### config.mk
export PLATFORM = sky130hd
export DESIGN_NAME = three_channel_running_stats
export DESIGN_NICKNAME = d
export VERILOG_FILES = /design/src/hw/rtl/tcrs_pkg.sv /design/src/hw/rtl/three_channel_running_stats.sv /design/src/hw/rtl/tcrs_ram.sv /design/src/hw/rtl/tcrs_div.sv
export SDC_FILE = /design/constraint.sdc
export NUM_CORES = 2
export LEC_CHECK = 0
export BUFFER_PORTS_ARGS = -buffer_cell sky130_fd_sc_hd__buf_2
export CAP_MARGIN = 25
export CORE_AREA = 2 2 370 372
export CTS_BUF_LIST = sky130_fd_sc_hd__clkbuf_4 sky130_fd_sc_hd__clkbuf_8
export CTS_CLUSTER_DIAMETER = 150
export DETAILED_ROUTE_END_ITERATION = 10
export DIE_AREA = 0 0 372 374
export PLACE_DENSITY_LB_ADDON = 0.12
export REMOVE_ABC_BUFFERS = 1
export SLEW_MARGIN = 30
export SYNTH_ARGS = -nofsm -noshare
export SYNTH_HDL_FRONTEND = slang
export SYNTH_HIERARCHICAL = 1
export SYNTH_SLANG_ARGS = --single-unit
### constraint.sdc
create_clock -name clock -period 8.2 [get_ports clock]
set_input_delay 0.41 -clock clock [delete_from_list [all_inputs] [get_ports clock]]
set_output_delay 0.41 -clock clock [all_outputs]
set_load 0.05 [all_outputs]
### src/hw/rtl/tcrs_pkg.sv
// Shared types and constants for the three-channel running statistics block.
// Used by three_channel_running_stats and by the testbench; depends on nothing else.
package tcrs_pkg;

   localparam int SAMPLE_W   = 16;
   localparam int NUM_CHAN   = 3;
   localparam int CHAN_W     = 2;
   localparam int WINDOW_DEF = 16;

   localparam logic [CHAN_W-1:0] CHAN_TEMP  = 2'd0;
   localparam logic [CHAN_W-1:0] CHAN_PULSE = 2'd1;
   localparam logic [CHAN_W-1:0] CHAN_SPO2  = 2'd2;

   typedef enum logic [2:0] {
      ST_IDLE,
      ST_UPDATE,
      ST_DIV_START,
      ST_DIV_WAIT,
      ST_DONE
   } tcrs_state_type;

endpackage

### src/hw/rtl/three_channel_running_stats.sv
// Three-channel running statistics: top level, sequencer and statistics registers.
// Depends on tcrs_pkg, tcrs_ram and tcrs_div.
//
// Each accepted sample updates one channel in turn (temperature, pulse rate, SpO2)
// and appends all three held values to a history ring of WINDOW entries. The result
// carries, per channel, the all-time minimum and maximum and the mean of the last
// WINDOW entries (of all entries before the ring fills), truncated towards zero.
// The single restoring divider forms the three means one after another at one
// bit per cycle. The input is stalled while an item is in progress; a finished
// result waits in its own output register, so the next sample may be taken
// before it is collected.
module three_channel_running_stats
   import tcrs_pkg::*;
#(
   parameter int WINDOW = WINDOW_DEF
) (
   input  logic                       clock,
   input  logic                       reset,
   input  logic                       req_valid,
   output logic                       req_stall,
   input  logic signed [SAMPLE_W-1:0] req_sample_value,
   output logic                       rsp_valid,
   input  logic                       rsp_stall,
   output logic signed [SAMPLE_W-1:0] rsp_temp_min,
   output logic signed [SAMPLE_W-1:0] rsp_pulse_min,
   output logic signed [SAMPLE_W-1:0] rsp_spo2_min,
   output logic signed [SAMPLE_W-1:0] rsp_temp_max,
   output logic signed [SAMPLE_W-1:0] rsp_pulse_max,
   output logic signed [SAMPLE_W-1:0] rsp_spo2_max,
   output logic signed [SAMPLE_W-1:0] rsp_temp_mean,
   output logic signed [SAMPLE_W-1:0] rsp_pulse_mean,
   output logic signed [SAMPLE_W-1:0] rsp_spo2_mean
);

   localparam int ADDR_W  = (WINDOW > 1) ? $clog2(WINDOW) : 1;
   localparam int CNT_W   = $clog2(WINDOW + 1);
   localparam int SUM_W   = SAMPLE_W + $clog2(WINDOW);
   localparam int ENTRY_W = SAMPLE_W * NUM_CHAN;

   tcrs_state_type state_ff, state_in;

   logic [CHAN_W-1:0]          turn_ff, turn_in;
   logic [CHAN_W-1:0]          div_chan_ff, div_chan_in;
   logic [ADDR_W-1:0]          slot_ff, slot_in;
   logic [CNT_W-1:0]           fill_ff, fill_in;
   logic signed [SAMPLE_W-1:0] held_ff [NUM_CHAN];
   logic signed [SUM_W-1:0]    sums_ff [NUM_CHAN];
   logic signed [SAMPLE_W-1:0] min_ff  [NUM_CHAN];
   logic signed [SAMPLE_W-1:0] max_ff  [NUM_CHAN];
   logic signed [SAMPLE_W-1:0] mean_ff [NUM_CHAN];
   logic signed [SAMPLE_W-1:0] out_ff  [3 * NUM_CHAN];
   logic                       rsp_valid_ff, rsp_valid_in;

   logic                req_take;
   logic                rd_en;
   logic                upd_en;
   logic                div_start;
   logic                load_out;
   logic                full;
   logic                first;
   logic                last_chan;
   logic [ENTRY_W-1:0]  old_entry;
   logic [ENTRY_W-1:0]  new_entry;

   logic signed [SUM_W-1:0] div_sum;
   logic                    div_neg;
   logic [SUM_W-1:0]        div_dividend;
   logic                    div_done;
   logic [SUM_W-1:0]        div_quotient;
   logic [SAMPLE_W-1:0]     quo_low;
   logic [SAMPLE_W-1:0]     mean_value;

   assign req_stall = (state_ff != ST_IDLE);
   assign req_take  = req_valid && !req_stall;
   assign full      = (fill_ff == CNT_W'(WINDOW));
   assign first     = (fill_ff == '0);
   assign last_chan = (div_chan_ff == CHAN_SPO2);
   assign new_entry = {held_ff[2], held_ff[1], held_ff[0]};

   // Next-state logic.
   always_comb begin
      state_in = state_ff;
      case (state_ff)
         ST_IDLE: begin
            if (req_take) begin
               state_in = ST_UPDATE;
            end
         end
         ST_UPDATE:    state_in = ST_DIV_START;
         ST_DIV_START: state_in = ST_DIV_WAIT;
         ST_DIV_WAIT: begin
            if (div_done) begin
               state_in = last_chan ? ST_DONE : ST_DIV_START;
            end
         end
         ST_DONE: begin
            if (!rsp_valid_ff || !rsp_stall) begin
               state_in = ST_IDLE;
            end
         end
         default: state_in = ST_IDLE;
      endcase
   end

   // Sequencer outputs.
   always_comb begin
      rd_en     = 1'b0;
      upd_en    = 1'b0;
      div_start = 1'b0;
      load_out  = 1'b0;
      case (state_ff)
         ST_IDLE:      rd_en     = req_take;
         ST_UPDATE:    upd_en    = 1'b1;
         ST_DIV_START: div_start = 1'b1;
         ST_DIV_WAIT:  load_out  = 1'b0;
         ST_DONE:      load_out  = !rsp_valid_ff || !rsp_stall;
         default:      load_out  = 1'b0;
      endcase
   end

   tcrs_ram #(
      .WIDTH(ENTRY_W),
      .DEPTH(WINDOW)
   ) u_history (
      .clock   (clock),
      .wr_en   (upd_en),
      .wr_addr (slot_ff),
      .wr_data (new_entry),
      .rd_en   (rd_en),
      .rd_addr (slot_ff),
      .rd_data (old_entry)
   );

   always_comb begin
      case (div_chan_ff)
         CHAN_TEMP:  div_sum = sums_ff[0];
         CHAN_PULSE: div_sum = sums_ff[1];
         CHAN_SPO2:  div_sum = sums_ff[2];
         default:    div_sum = sums_ff[0];
      endcase
   end

   assign div_neg      = div_sum[SUM_W-1];
   assign div_dividend = div_neg ? SUM_W'(-div_sum) : div_sum;

   tcrs_div #(
      .DIVIDEND_W(SUM_W),
      .DIVISOR_W (CNT_W)
   ) u_div (
      .clock    (clock),
      .reset    (reset),
      .start    (div_start),
      .dividend (div_dividend),
      .divisor  (fill_ff),
      .done     (div_done),
      .quotient (div_quotient)
   );

   assign quo_low    = div_quotient[SAMPLE_W-1:0];
   assign mean_value = div_neg ? (~quo_low + {{(SAMPLE_W-1){1'b0}}, 1'b1}) : quo_low;

   always_comb begin
      turn_in     = turn_ff;
      slot_in     = slot_ff;
      fill_in     = fill_ff;
      div_chan_in = div_chan_ff;
      if (req_take) begin
         turn_in = (turn_ff == CHAN_SPO2) ? CHAN_TEMP : turn_ff + 1'b1;
      end
      if (upd_en) begin
         slot_in     = (slot_ff == ADDR_W'(WINDOW - 1)) ? '0 : slot_ff + 1'b1;
         fill_in     = full ? fill_ff : fill_ff + 1'b1;
         div_chan_in = CHAN_TEMP;
      end
      if (div_done) begin
         div_chan_in = last_chan ? CHAN_TEMP : div_chan_ff + 1'b1;
      end
   end

   always_comb begin
      rsp_valid_in = rsp_valid_ff && rsp_stall;
      if (load_out) begin
         rsp_valid_in = 1'b1;
      end
   end

   always_ff @(posedge clock) begin
      if (reset) begin
         state_ff     <= ST_IDLE;
         turn_ff      <= CHAN_TEMP;
         slot_ff      <= '0;
         fill_ff      <= '0;
         div_chan_ff  <= CHAN_TEMP;
         rsp_valid_ff <= 1'b0;
         for (int c = 0; c < NUM_CHAN; c++) begin
            held_ff[c] <= '0;
            sums_ff[c] <= '0;
         end
      end else begin
         state_ff     <= state_in;
         turn_ff      <= turn_in;
         slot_ff      <= slot_in;
         fill_ff      <= fill_in;
         div_chan_ff  <= div_chan_in;
         rsp_valid_ff <= rsp_valid_in;
         for (int c = 0; c < NUM_CHAN; c++) begin
            if (req_take && (turn_ff == CHAN_W'(c))) begin
               held_ff[c] <= req_sample_value;
            end
            if (upd_en) begin
               sums_ff[c] <= sums_ff[c] + SUM_W'(held_ff[c])
                  - (full ? SUM_W'($signed(old_entry[SAMPLE_W*c +: SAMPLE_W]))
                          : SUM_W'(0));
            end
         end
      end
   end

   always_ff @(posedge clock) begin
      for (int c = 0; c < NUM_CHAN; c++) begin
         if (upd_en && (first || (held_ff[c] < min_ff[c]))) begin
            min_ff[c] <= held_ff[c];
         end
         if (upd_en && (first || (held_ff[c] > max_ff[c]))) begin
            max_ff[c] <= held_ff[c];
         end
         if (div_done && (div_chan_ff == CHAN_W'(c))) begin
            mean_ff[c] <= mean_value;
         end
         if (load_out) begin
            out_ff[c]                <= min_ff[c];
            out_ff[NUM_CHAN + c]     <= max_ff[c];
            out_ff[2 * NUM_CHAN + c] <= mean_ff[c];
         end
      end
   end

   assign rsp_valid      = rsp_valid_ff;
   assign rsp_temp_min   = out_ff[0];
   assign rsp_pulse_min  = out_ff[1];
   assign rsp_spo2_min   = out_ff[2];
   assign rsp_temp_max   = out_ff[3];
   assign rsp_pulse_max  = out_ff[4];
   assign rsp_spo2_max   = out_ff[5];
   assign rsp_temp_mean  = out_ff[6];
   assign rsp_pulse_mean = out_ff[7];
   assign rsp_spo2_mean  = out_ff[8];

endmodule

### src/hw/rtl/tcrs_ram.sv
// Generic single-write, single-read RAM with a registered read port.
// Stand-alone; widths come from its parameters.
module tcrs_ram #(
   parameter int WIDTH = 48,
   parameter int DEPTH = 16,
   localparam int ADDR_W = (DEPTH > 1) ? $clog2(DEPTH) : 1
) (
   input  logic              clock,
   input  logic              wr_en,
   input  logic [ADDR_W-1:0] wr_addr,
   input  logic [WIDTH-1:0]  wr_data,
   input  logic              rd_en,
   input  logic [ADDR_W-1:0] rd_addr,
   output logic [WIDTH-1:0]  rd_data
);

   logic [WIDTH-1:0] mem_ff [DEPTH];
   logic [WIDTH-1:0] rd_data_ff;

   always_ff @(posedge clock) begin
      if (wr_en) begin
         mem_ff[wr_addr] <= wr_data;
      end
      if (rd_en) begin
         rd_data_ff <= mem_ff[rd_addr];
      end
   end

   assign rd_data = rd_data_ff;

endmodule

### src/hw/rtl/tcrs_div.sv
// Restoring unsigned divider that produces one quotient bit per cycle.
// Depends on nothing; the operands must hold steady while it runs.
module tcrs_div #(
   parameter int DIVIDEND_W = 20,
   parameter int DIVISOR_W  = 5
) (
   input  logic                  clock,
   input  logic                  reset,
   input  logic                  start,
   input  logic [DIVIDEND_W-1:0] dividend,
   input  logic [DIVISOR_W-1:0]  divisor,
   output logic                  done,
   output logic [DIVIDEND_W-1:0] quotient
);

   localparam int STEP_W = (DIVIDEND_W > 1) ? $clog2(DIVIDEND_W) : 1;

   logic                  busy_ff, busy_in;
   logic                  done_ff, done_in;
   logic [STEP_W-1:0]     step_ff, step_in;
   logic [DIVISOR_W-1:0]  rem_ff, rem_in;
   logic [DIVIDEND_W-1:0] quo_ff, quo_in;
   logic [DIVISOR_W:0]    trial;
   logic [DIVISOR_W:0]    diff;
   logic                  fits;

   assign trial = {rem_ff, quo_ff[DIVIDEND_W-1]};
   assign diff  = trial - {1'b0, divisor};
   assign fits  = (trial >= {1'b0, divisor});

   always_comb begin
      busy_in = busy_ff;
      done_in = 1'b0;
      step_in = step_ff;
      rem_in  = rem_ff;
      quo_in  = quo_ff;
      if (start) begin
         busy_in = 1'b1;
         step_in = STEP_W'(DIVIDEND_W - 1);
         rem_in  = '0;
         quo_in  = dividend;
      end else if (busy_ff) begin
         rem_in = fits ? diff[DIVISOR_W-1:0] : trial[DIVISOR_W-1:0];
         quo_in = {quo_ff[DIVIDEND_W-2:0], fits};
         if (step_ff == '0) begin
            busy_in = 1'b0;
            done_in = 1'b1;
         end else begin
            step_in = step_ff - 1'b1;
         end
      end
   end

   always_ff @(posedge clock) begin
      if (reset) begin
         busy_ff <= 1'b0;
         done_ff <= 1'b0;
      end else begin
         busy_ff <= busy_in;
         done_ff <= done_in;
      end
      step_ff <= step_in;
      rem_ff  <= rem_in;
      quo_ff  <= quo_in;
   end

   assign done     = done_ff;
   assign quotient = quo_ff;

endmodule

==> flow_summary.json <==
{
  "worstSetupPathType": "reg -> reg",
  "holdWs_ns": 0.144,
  "worstMarginPinSlew_ns": 1.11,
  "path_buf_inv": 3,
  "syn_to_final_growth_pct": 14.5,
  "dp_cells": 5119,
  "die_h_um": 374,
  "cts_tree": "yes",
  "skew_ns": 0.0603,
  "avgViaCountPerCell": 5.30,
  "syn-mean-instance-area_um2": 16.7,
  "clockBufferDepth": 3,
  "fillers": 11715,
  "r2r_cells": 16,
  "cts.clk_slew.worst_paths_ns": 0.07,
  "end_kind": "flip-flop",
  "status": "finished clean",
  "slew_violations": 0,
  "startpoint_type": "flip-flop",
  "rows": 135,
  "ant_nets": 0,
  "drt_first_pass_iters": 6,
  "crit_slowest_cell": "fa_1",
  "layout_commonest_cell": "edfxtp_1",
  "ys_warn_count": 6,
  "maxSlewHeadroom": 0.259,
  "total_power_mw": 14.8,
  "mostFrequentLayoutCells": "edfxtp_1, inv_1, clkbuf_8, mux4_2, ha_1",
  "synth-edff-count": 1232,
  "nets": 3815,
  "worstSetupPathDepth": 16,
  "vias": 29278,
  "required_ns": 8.84,
  "setup_viol": 0,
  "start_util": 0.397,
  "setup.worst_path.end": "sums_ff[0][18]$_SDFFCE_PN0P_",
  "r2r_start": "fill_ff[0]$_SDFFE_PP0P_",
  "max_freq_mhz": 230,
  "synthCells": 3216,
  "wl_per_cell_um": 24.8,
  "cp_top_family": "compound AO/OA/AOI/OAI gates",
  "core_um2": 135000,
  "hold_violations": 0,
  "yosysSeqAreaShare": 0.701,
  "post-place-ws_ns": 3.88,
  "layout-drive-gt1-share": 0.219,
  "min_period_ns": 4.36,
  "dp_hpwl_mm": 82.7,
  "finalNonFillerCells": 5521,
  "clk_latency_ns": 0.96,
  "io_buffers": 165,
  "place.gp.congestion": 0.855,
  "finalWorstSetupSlack_ns": 3.84,
  "clock_sinks": 1261,
  "rsz0062_at_grt": "false",
  "cts_buffers": 207,
  "critPathMaxFanout": 48,
  "antenna_found_initial": 5,
  "cap_viol_max_count": 0,
  "async_flop_share": 0,
  "cpPeakStageDelay_ns": 0.48,
  "wl_mm": 137,
  "drc": 0,
  "yosysUniqueCellTypes": 77,
  "grt_overflow": 0,
  "p_per_area_nw_per_um2": 241,
  "period_share": 0.531,
  "cellLeakagePower_nw": 21.6,
  "grt_pass1_wl_mm": 203,
  "die_w_um": 372,
  "cts_root_buffer": "clkbuf_8",
  "rrSetupSlack_ns": 3.84,
  "gr-usage-all-layers": 0.199,
  "syn_area_um2": 53600,
  "synth_flop_cell": "edfxtp_1",
  "design.die.area_um2": 139000,
  "reg2reg_to": "sums_ff[0][18]$_SDFFCE_PN0P_",
  "drt_iter0_drc": 2457,
  "ctsHtreeMaxLevel": 4,
  "ir_worst_vdd_mv": 0.163,
  "grt_max_degree": 145,
  "ys_ff_latch": 1261,
  "min_path_cells": 2,
  "grt_pass1_vias": 31197,
  "cp_common_cell": "ha_1",
  "setup_tns_ns": 0,
  "crit_start": "fill_ff[0]$_SDFFE_PP0P_",
  "cp.arrival_ns": 4.99,
  "ios": 166,
  "hold_path_class": "in -> reg",
  "crit_chain": "inv_1, ha_1, and3_1, buf_4, and2_1, ha_1, inv_1, ha_1, fa_1, a211oi_1, o21ai_0, a31oi_1, o21ai_0, a31oi_1, xor2_1, nor2_1"
}
stage by stage:
step | instance area (um2) | utilization
final | 61400 | 0.455
after global routing | 61400 | 0.455
after global placement | 56900 | 0.421
after CTS | 61300 | 0.454
after detailed placement | 57100 | 0.423
after floorplan | 53100 | -
synth_stat cells (17+ instances only):
| library cell | instances | area, um2 |
|---|---|---|
| buf_1 | 17 | 63.8 |
| o21ai_0 | 65 | 325 |
| inv_1 | 350 | 1310 |
| xor2_1 | 42 | 368 |
| nor3_1 | 31 | 155 |
| fa_1 | 58 | 1160 |
| clkbuf_1 | 62 | 233 |
| a21oi_1 | 105 | 526 |
| edfxtp_1 | 1232 | 37000 |
| nor2_1 | 145 | 544 |
| a211oi_1 | 19 | 143 |
| buf_4 | 18 | 135 |
| xnor2_1 | 52 | 455 |
| nand3_1 | 32 | 160 |
| a21o_1 | 34 | 255 |
| and2_1 | 75 | 469 |
| nand2_1 | 137 | 514 |
| a22oi_1 | 112 | 841 |
| ha_1 | 171 | 2140 |
| mux2_2 | 19 | 214 |
| nand4_1 | 19 | 119 |
| dfxtp_1 | 29 | 581 |
| mux4_2 | 192 | 4320 |
sequential cells by signal, indices dropped and copies added, names as in the netlist, 20 cells and up:
name and flops:
u_history/mem_ff 768, out_ff 144, sums_ff 60, held_ff 48, max_ff 48, mean_ff 48
min_ff 48, u_history/rd_data 48, u_div/quotient 20
cell families after synthesis:
logic type | after synthesis | share of synthesized area
DFF | 1261 | 0.701
and+or+nand+nor | 513 | 0.0466
buffers and inverters | 461 | 0.0341
AOI/OAI and AO/OA | 440 | 0.0556
adders and majority gates | 229 | 0.0615
muxes | 218 | 0.0862
xor gates and xnor gates | 94 | 0.0154
per-layer routing:
layer / vias to the layer above / wire [um] / GRT usage
met5: - / 0 / 0
met4: 0 / 2710 / 0.0565
met3: 189 / 7230 / 0.0368
met2: 834 / 65000 / 0.320
met1: 15240 / 61800 / 0.278
li1: 13015 / - / -
worst min path at each step:
stage / startpoint / to / slack (ns)
after floorplan: mean_ff[0][4]$_DFFE_PP_ / out_ff[0][100]$_DFFE_PP_ / 0.40
after global placement: mean_ff[0][27]$_DFFE_PP_ / out_ff[0][123]$_DFFE_PP_ / 0.41
after detailed placement: mean_ff[0][32]$_DFFE_PP_ / out_ff[1][0]$_DFFE_PP_ / 0.40
after CTS: req_sample_value[2] / held_ff[0][18]$_DFFE_PP_ / 0.03
after global routing: req_sample_value[8] / held_ff[0][24]$_DFFE_PP_ / 0.07
final: req_sample_value[8] / held_ff[0][24]$_DFFE_PP_ / 0.14
report_power, final:
| group | leakage [nW] | switching [mW] | internal (mW) | total, mW |
|---|---|---|---|---|
| registers | 11.6 | 0.185 | 7.34 | 7.53 |
| clock network | 2.15 | 2.55 | 2.85 | 5.40 |
| logic | 7.83 | 1.13 | 0.749 | 1.88 |
area by class of cell:
class | count | area (um2) | share of cell area
Timing Repair Buffer | 252 | 1700 | 0.0278
Multi-Input combinational cell | 1494 | 14500 | 0.236
Inverter | 350 | 1310 | 0.0214
Tap cell | 1781 | 2230 | 0.0363
Clock inverter | 107 | 733 | 0.0119
Antenna cell | 3 | 7.51 | 0.000122
Sequential cell | 1261 | 37600 | 0.612
Clock buffer | 273 | 3350 | 0.0546
repair_timing:
action                                 CTS  global route
setup buffers                            0             0
gates resized for setup                  0             0
hold buffers                            15             0
endpoints found under the hold margin   45             0
worst register-to-register path, cell delays in order (launching register included):
cell and delay, ns:
dfxtp_1 0.40, inv_1 0.10, ha_1 0.24, and3_1 0.17, buf_4 0.25, and2_1 0.28, ha_1 0.27, inv_1 0.04
ha_1 0.21, fa_1 0.48, a211oi_1 0.30, o21ai_0 0.18, a31oi_1 0.36, o21ai_0 0.30, a31oi_1 0.27, xor2_1 0.17
nor2_1 0.06
Note: power is estimated with default switching activity, not from simulation.
